==> config.mk <==
export PLATFORM = sky130hd
export DESIGN_NAME = tffs_mul
export DESIGN_NICKNAME = d
export VERILOG_FILES = /design/src/hdl/tffs_pkg.sv /design/src/hdl/tffs_mul.sv
export SDC_FILE = /design/constraint.sdc
export NUM_CORES = 2
export LEC_CHECK = 0
export CORE_MARGIN = 2
export CORE_UTILIZATION = 70
export CTS_CLUSTER_SIZE = 12
export DETAILED_ROUTE_END_ITERATION = 7
export DONT_BUFFER_PORTS = 1
export PLACE_DENSITY = 0.83
export SLEW_MARGIN = 20
export SYNTH_ARGS = -nofsm -noshare
export SYNTH_HDL_FRONTEND = slang
export SYNTH_SLANG_ARGS = --single-unit
==> constraint.sdc <==
create_clock -name clk_i -period 11.5 [get_ports clk_i]
set_input_delay 2.875 -clock clk_i [delete_from_list [all_inputs] [get_ports clk_i]]
set_output_delay 2.875 -clock clk_i [all_outputs]
set_load 0.005 [all_outputs]
==> src/hdl/tffs_pkg.sv <==
// Shared types, constants and saturating helpers for the thin-film flux stencil.
// Used by tffs_mul, the top level and tffs_chk; depends on nothing.
package tffs_pkg;

  localparam int unsigned WW        = 63;  // wide intermediate, holds +-2^61
  localparam int unsigned BMAG_W    = 34;  // bits of |6B|
  localparam int unsigned MUL_LAT   = 3;   // cycles through tffs_mul
  localparam int unsigned CFG_IDX_W = 3;

  localparam logic [CFG_IDX_W-1:0] CFG_FLUX  = 3'd0;
  localparam logic [CFG_IDX_W-1:0] CFG_VDW   = 3'd1;
  localparam logic [CFG_IDX_W-1:0] CFG_ATTR  = 3'd2;
  localparam logic [CFG_IDX_W-1:0] CFG_REPUL = 3'd3;
  localparam logic [CFG_IDX_W-1:0] CFG_EN    = 3'd4;

  typedef logic signed [WW-1:0] wide_t;

  localparam wide_t WIDE_LIM = 63'sd2305843009213693952;

  typedef struct packed {
    logic [30:0]        height_minus2;
    logic [30:0]        height_minus1;
    logic [30:0]        height_center;
    logic [30:0]        height_plus1;
    logic [30:0]        height_plus2;
    logic [30:0]        mobility_minus1;
    logic [30:0]        mobility_center;
    logic [30:0]        mobility_plus1;
    logic signed [31:0] noise_left;
    logic signed [31:0] noise_right;
  } in_t;

  typedef struct packed {
    logic signed [31:0] rhs_value;
    logic               saturated_flag;
  } out_t;

  typedef struct packed {
    wide_t val;
    logic  sat;
  } sat_t;

  // per-site values that ride along the divider latency
  typedef struct packed {
    logic signed [31:0] d_right;   // h+1 - h0
    logic signed [31:0] d_left;    // h0 - h-1
    logic signed [31:0] noise;     // (n_right - n_left)/2
    logic [30:0]        h0;
    logic               zero_div;
  } side_t;

  function automatic sat_t add_sat(wide_t a, wide_t b);
    logic signed [WW:0] s;
    logic signed [WW:0] lim;
    sat_t r;
    s   = $signed({a[WW-1], a}) + $signed({b[WW-1], b});
    lim = $signed({1'b0, WIDE_LIM});
    r.sat = 1'b0;
    if (s > lim) begin
      r.val = WIDE_LIM;
      r.sat = 1'b1;
    end else if (s < -lim) begin
      r.val = -WIDE_LIM;
      r.sat = 1'b1;
    end else begin
      r.val = s[WW-1:0];
    end
    return r;
  endfunction

  function automatic out_t sat_out(wide_t v, logic sat_in);
    out_t r;
    r.saturated_flag = sat_in;
    if (v > wide_t'(32'sh7fffffff)) begin
      r.rhs_value      = 32'sh7fffffff;
      r.saturated_flag = 1'b1;
    end else if (v < wide_t'(-33'sh80000000)) begin
      r.rhs_value      = -32'sh80000000;
      r.saturated_flag = 1'b1;
    end else begin
      r.rhs_value = v[31:0];
    end
    return r;
  endfunction

endpackage

==> src/hdl/tffs_mul.sv <==
// Three-stage signed fixed-point multiplier: magnitude, split partial products,
// then shift by FRAC_BITS, saturate to +-2^61 and restore sign. Uses tffs_pkg.
module tffs_mul #(
  parameter int unsigned AW        = 32,
  parameter int unsigned BW        = 32,
  parameter int unsigned FRAC_BITS = 16
) (
  input  logic                   clk_i,
  input  logic signed [AW-1:0]   a_i,
  input  logic signed [BW-1:0]   b_i,
  input  logic                   flag_i,
  output tffs_pkg::wide_t        prod_o,
  output logic                   sat_o
);

  localparam int unsigned BL = BW / 2;
  localparam int unsigned BH = BW - BL;
  localparam int unsigned PW = AW + BW;
  localparam int unsigned XW = (PW > tffs_pkg::WW + 1) ? PW : tffs_pkg::WW + 1;

  logic [AW-1:0]    amag_q;
  logic [BW-1:0]    bmag_q;
  logic             neg1_q, flag1_q;
  logic [AW+BL-1:0] plo_q;
  logic [AW+BH-1:0] phi_q;
  logic             neg2_q, flag2_q;
  logic [PW-1:0]    full;
  logic [XW-1:0]    shx;
  logic [tffs_pkg::WW-1:0] mag;
  logic             ovf;

  always_ff @(posedge clk_i) begin
    amag_q  <= a_i[AW-1] ? $unsigned(-a_i) : $unsigned(a_i);
    bmag_q  <= b_i[BW-1] ? $unsigned(-b_i) : $unsigned(b_i);
    neg1_q  <= a_i[AW-1] ^ b_i[BW-1];
    flag1_q <= flag_i;
    plo_q   <= amag_q * bmag_q[BL-1:0];
    phi_q   <= amag_q * bmag_q[BW-1:BL];
    neg2_q  <= neg1_q;
    flag2_q <= flag1_q;
  end

  always_comb begin
    full = PW'(plo_q) + (PW'(phi_q) << BL);
    shx  = XW'(full >> FRAC_BITS);
    ovf  = shx > XW'(tffs_pkg::WIDE_LIM);
    mag  = ovf ? tffs_pkg::WIDE_LIM : shx[tffs_pkg::WW-1:0];
  end

  always_ff @(posedge clk_i) begin
    prod_o <= neg2_q ? -$signed(mag) : $signed(mag);
    sat_o  <= ovf | flag2_q;
  end

endmodule

== Word level (Yosys, flattened, before mapping) ==
Cells that the tools add are included.

* Logic and storage cells: 25
* Register bits: 228
* Input port bits: 66

* Multiplexer cells: 4
* $mul: 2
* $lt $le $gt $ge: 1
* $add $sub $neg: 4
* Bitwise logic cells: 2

{| class="wikitable"
|+ Operators with widths
! kind !! count
|-
| $mul A32 B16 Y48 || 2
|-
| $add A48 B64 Y64 || 1
|-
| $neg A32 Y32 || 2
|-
| $mux W63 || 1
|-
| $neg A62 Y63 || 1
|-
| $gt A48 B62 Y1 const B || 1
|-
| $mux W31 || 2
|-
| $mux W62 || 1
|-
| $or A1 B1 Y1 || 1
|-
| $xor A1 B1 Y1 || 1
|}

== Depth between registers and ports, before layout ==
* Word-level depth: 5
* Mapped depth: 26

== Least setup slack after synthesis ==
OpenSTA, ideal clock, no wires.

* Path kind: register to register
* Start: register bmag_q[1]
* End: register plo_q[44]
* Cell stages (with the launch flop): 22
* Slack: 4.722 ns
* Arrival: 6.654 ns
* Path buffers: 1
* Library setup time: 0.123 ns
* Cells stage by stage: dfxtp_1 clkbuf_1 nand2_1 fa_1 fa_1 fa_1 fa_1 inv_1 fa_1 fa_1 ha_1 and3_1 a221o_1 a221o_1 a221oi_2 o21ai_0 and4b_1 o311ai_1 o21ai_0 o41ai_1 o21bai_1 xor2_1

* Longest elaborated chain between the ends: 1

{| class="wikitable"
|+ RTL lines
! item !! RTL line !! source
|-
| from (decl) || tffs_mul.sv:22 || <nowiki>logic [BW-1:0] bmag_q;</nowiki>
|-
| from (signal assigned) || tffs_mul.sv:34 || <nowiki>bmag_q <= b_i[BW-1] ? $unsigned(-b_i) : $unsigned(b_i);</nowiki>
|-
| $mul A32 B16 Y48 || tffs_mul.sv:37 || <nowiki>plo_q <= amag_q * bmag_q[BL-1:0];</nowiki>
|-
| to (signal assigned) || tffs_mul.sv:37 ||
|-
| to (decl) || tffs_mul.sv:24 || <nowiki>logic [AW+BL-1:0] plo_q;</nowiki>
|}

No other way between the ends.
A chain may end at the register's enable or synchronous reset.

== Worst setup path in the final report ==
* Start: register bmag_q[21]
* End: register phi_q[47]

* Longest elaborated chain between the ends: 1

{| class="wikitable"
|+ RTL lines
! item !! RTL line !! source
|-
| $mul A32 B16 Y48 || tffs_mul.sv:38 || <nowiki>phi_q <= amag_q * bmag_q[BW-1:BL];</nowiki>
|-
| to (signal assigned) || tffs_mul.sv:38 ||
|-
| to (decl) || tffs_mul.sv:25 || <nowiki>logic [AW+BH-1:0] phi_q;</nowiki>
|}

No other way between the ends.

==> summary.md <==
| Metric | Value |
|---|---|
| Vias | 30970 |
| Vias in the first global route | 33150 |
| Clock Skews | 20.11 ps |
| Fmax | 123.2 MHz |
| # hold bufs at CTS | 0 |
| Rel. slew slack | 25.62% |
| H-tree levels | 1 |
| Layout cells sized above 1 | 3.324% |
| WP data required | 12000 ps |
| Post-synthesis sequential area ratio | 10.36% |
| Max-slew violations | 0 |
| Reg2Reg Setup Slack | 3380 ps |
| TritonCTS clock tree | yes |
| First DRT Iteration DRCs | 2556 |
| Die height | 246.0 µm |
| Crit. End Element | register |
| Async set or reset register ratio after synthesis | 0% |
| Hold Vio Cnt, Final | 0 |
| Hold WC Path Type | reg2reg |
| WP data arrival | 8620 ps |
| Clock Path Buffers | 3 |
| Final ANT Viol Nets | 0 |
| Syn avg cell area | 8.890 µm² |
| IO Port Bufs | 0 |
| Worst-Margin Slew | 1114 ps |
| Top cells by area, synth | fa_1, dfxtp_1, inv_1, ha_1, and2_1 |
| Hold slack | 338.3 ps |
| Cell variety after synth | 90 |
| Nets@finish | 5639 |
| Placed cells | 5202 |
| Total wire length | 100700 µm |
| Initial Utilization | 70.90% |
| Worst Reg-to-Reg Cells | 20 |
| TritonCTS buffer count | 26 |
| # IOs | 130 |
| Synthesized cell area | 40980 µm² |
| Total global-route track usage | 34.62% |
| Hold EP | flag2_q |
| Vias per std cell | 5.898 |
| Fin util | 73.28% |
| Commonest cells post-synth | inv_1, fa_1, nand2_1 |
| Grt ovf | 0 |
| HP Start | flag1_q |
| Status | completed |
| Synth top area share | 40.84% |
| Yosys reg bits | 212 |
| Final TNS setup | 0 ps |
| Min Tclk post-route | 8118 ps |
| Worst R2R End | phi_q[47] |
| First drt pass iteration count | 6 |
| Die area | 60500 µm² |
| Dominant cell type by area after synthesis | fa_1 |
| Critical path startpoint category | register |
| Finish-stage setup viols | 0 |
| # fillers | 4197 |
| Register area | 4247 µm² |
| Synthesized instance count | 4610 |
| GP Congestion | 0.9404 |
| Min-Delay Path Depth | 0 |
| Crit path max fanout | 32 |
| Critical path class | reg2reg |
| First-pass GRT wire length | 165800 µm |
| Drt wl/cell | 19.17 µm |
| Largest net degree at the start of global routing | 52 |
| Number of synthesized flops with an enable pin | 0 |
| Mapped Nets | 5784 |
| Syn. warnings | 0 |
| Multi-input logic area | 32410 µm² |
| Post-CTS Setup Inserts | 0 |
| Antenna violations before repair | 11 |
| Worst-Skew Late Latency | 590 ps |
| Clk slew on worst S/H paths | 60 ps |
| FP Rows | 88 |
| Core area | 57810 µm² |
| Max Cap Viol | 0 |
| Most frequent cell after synthesis | inv_1 |
| RSZ-0062 raised after global routing | no |
| Tcrit/Tclk final | 70.60% |
| Clk sink count | 212 |
| DPL Wire Length | 76290 µm |
| Die W | 246.0 µm |
| Cell Count, Final, Fillers Out | 5251 |
| Root Buffer Master | clkbuf_16 |
| Synth-to-Final Area Change | 3.364% |
| R2R Path Start | bmag_q[21] |
| # DRC | 0 |
| Cts repair resizes | 0 |
| Top FF cell, synth | dfxtp_1 |
-- logic make-up after synthesis --
group           count (synthesis)  share of synthesized area (%)
simple gates                 1449                          17.47
buf+inv                      1147                          10.57
fa+ha+maj                    1108                          49.14
compound gates                476                          7.773
flops                         212                          10.36
xor+xnor                      211                          4.509
mux                             7                         0.1771
-- worst max-delay path, cell delays in order, from the launching register on --
cell	delay, ps
dfxtp_1	1040
and2_1	260
fa_1	430
inv_1	80
fa_1	430
fa_1	500
fa_1	550
inv_1	50
fa_1	490
fa_1	410
ha_1	350
a21o_1	180
a21o_1	180
a2111oi_0	890
nor3_1	340
o41ai_1	680
nand2_1	150
a211o_1	350
a221o_1	350
a21oi_1	170
xnor2_1	130
-- through the flow --
step           cell area (µm²)  setup WS, ps
2_1_floorplan            40980          4722
5_1_grt                  42350          3181
4_1_cts                  42350          3544
6_report                 42360          3382
3_3_place_gp             41490          3726
3_5_place_dp             41490          3624
-- routing by layer --
metal | global-route usage [%] | vias up | wire [µm] | part of all wire, %
met5 | 0 | - | 0 | 0
met4 | 11.18 | 0 | 3512 | 3.5
met3 | 8.316 | 315 | 11190 | 11
met2 | 57.61 | 1625 | 47480 | 47
met1 | 44.76 | 15320 | 38490 | 38
li1 | - | 13710 | - | -
-- flip-flops by register name, summed over array words and instances, names as in the netlist --
name,count
prod_o,63
phi_q,48
amag_q,32
bmag_q,32
plo_q,32
flag1_q,1
flag2_q,1
neg1_q,1
neg2_q,1
sat_o,1
-- final cells by class --
cell class | instances | area share [%]
diodes | 3 | 0.01772
clock buffers | 34 | 1.701
clock inverters | 12 | 0.3367
inverters | 914 | 8.099
multi-input cells | 3251 | 76.50
flip-flops and latches | 212 | 10.02
well taps | 765 | 2.260
repair buffers | 60 | 1.063
-- worst max path at each step --
| stage | startpoint | end | slack [ps] |
|---|---|---|---|
| floorplan | bmag_q[1] | plo_q[44] | 4720 |
| global placement | bmag_q[21] | phi_q[47] | 3730 |
| detailed placement | bmag_q[21] | phi_q[47] | 3620 |
| CTS | bmag_q[21] | phi_q[47] | 3540 |
| global route | bmag_q[21] | phi_q[47] | 3180 |
| finish | bmag_q[21] | phi_q[47] | 3380 |
-- cells in the final DEF, fill, tap and decap left out, types with 6 or more instances in the layout --
cell       instances
o21ai_1           14
and3_1            22
nand2b_1          12
nand2_1          702
o21ai_0           88
and2_1           434
nor4_1            10
a22oi_1            6
a31oi_1           13
xor2_1            49
or3_1             23
nand4_1           29
ha_1             272
nor2_1            99
nand3_1           31
a211oi_1          15
a21oi_1          112
o31a_1            10
nor2b_1           10
o31ai_1           28
fa_1             836
inv_1            914
xnor2_1          162
a21o_1            60
o211ai_1          11
dfxtp_1          210
o21bai_1          24
o41ai_1            9
or4_1              8
nor3_1            28
clkbuf_16         26
buf_4             60
o21a_1            16
Power is left out: the tool's default activity adds up to more than one toggle a clock period on the data nets, which glitch-free logic cannot reach.
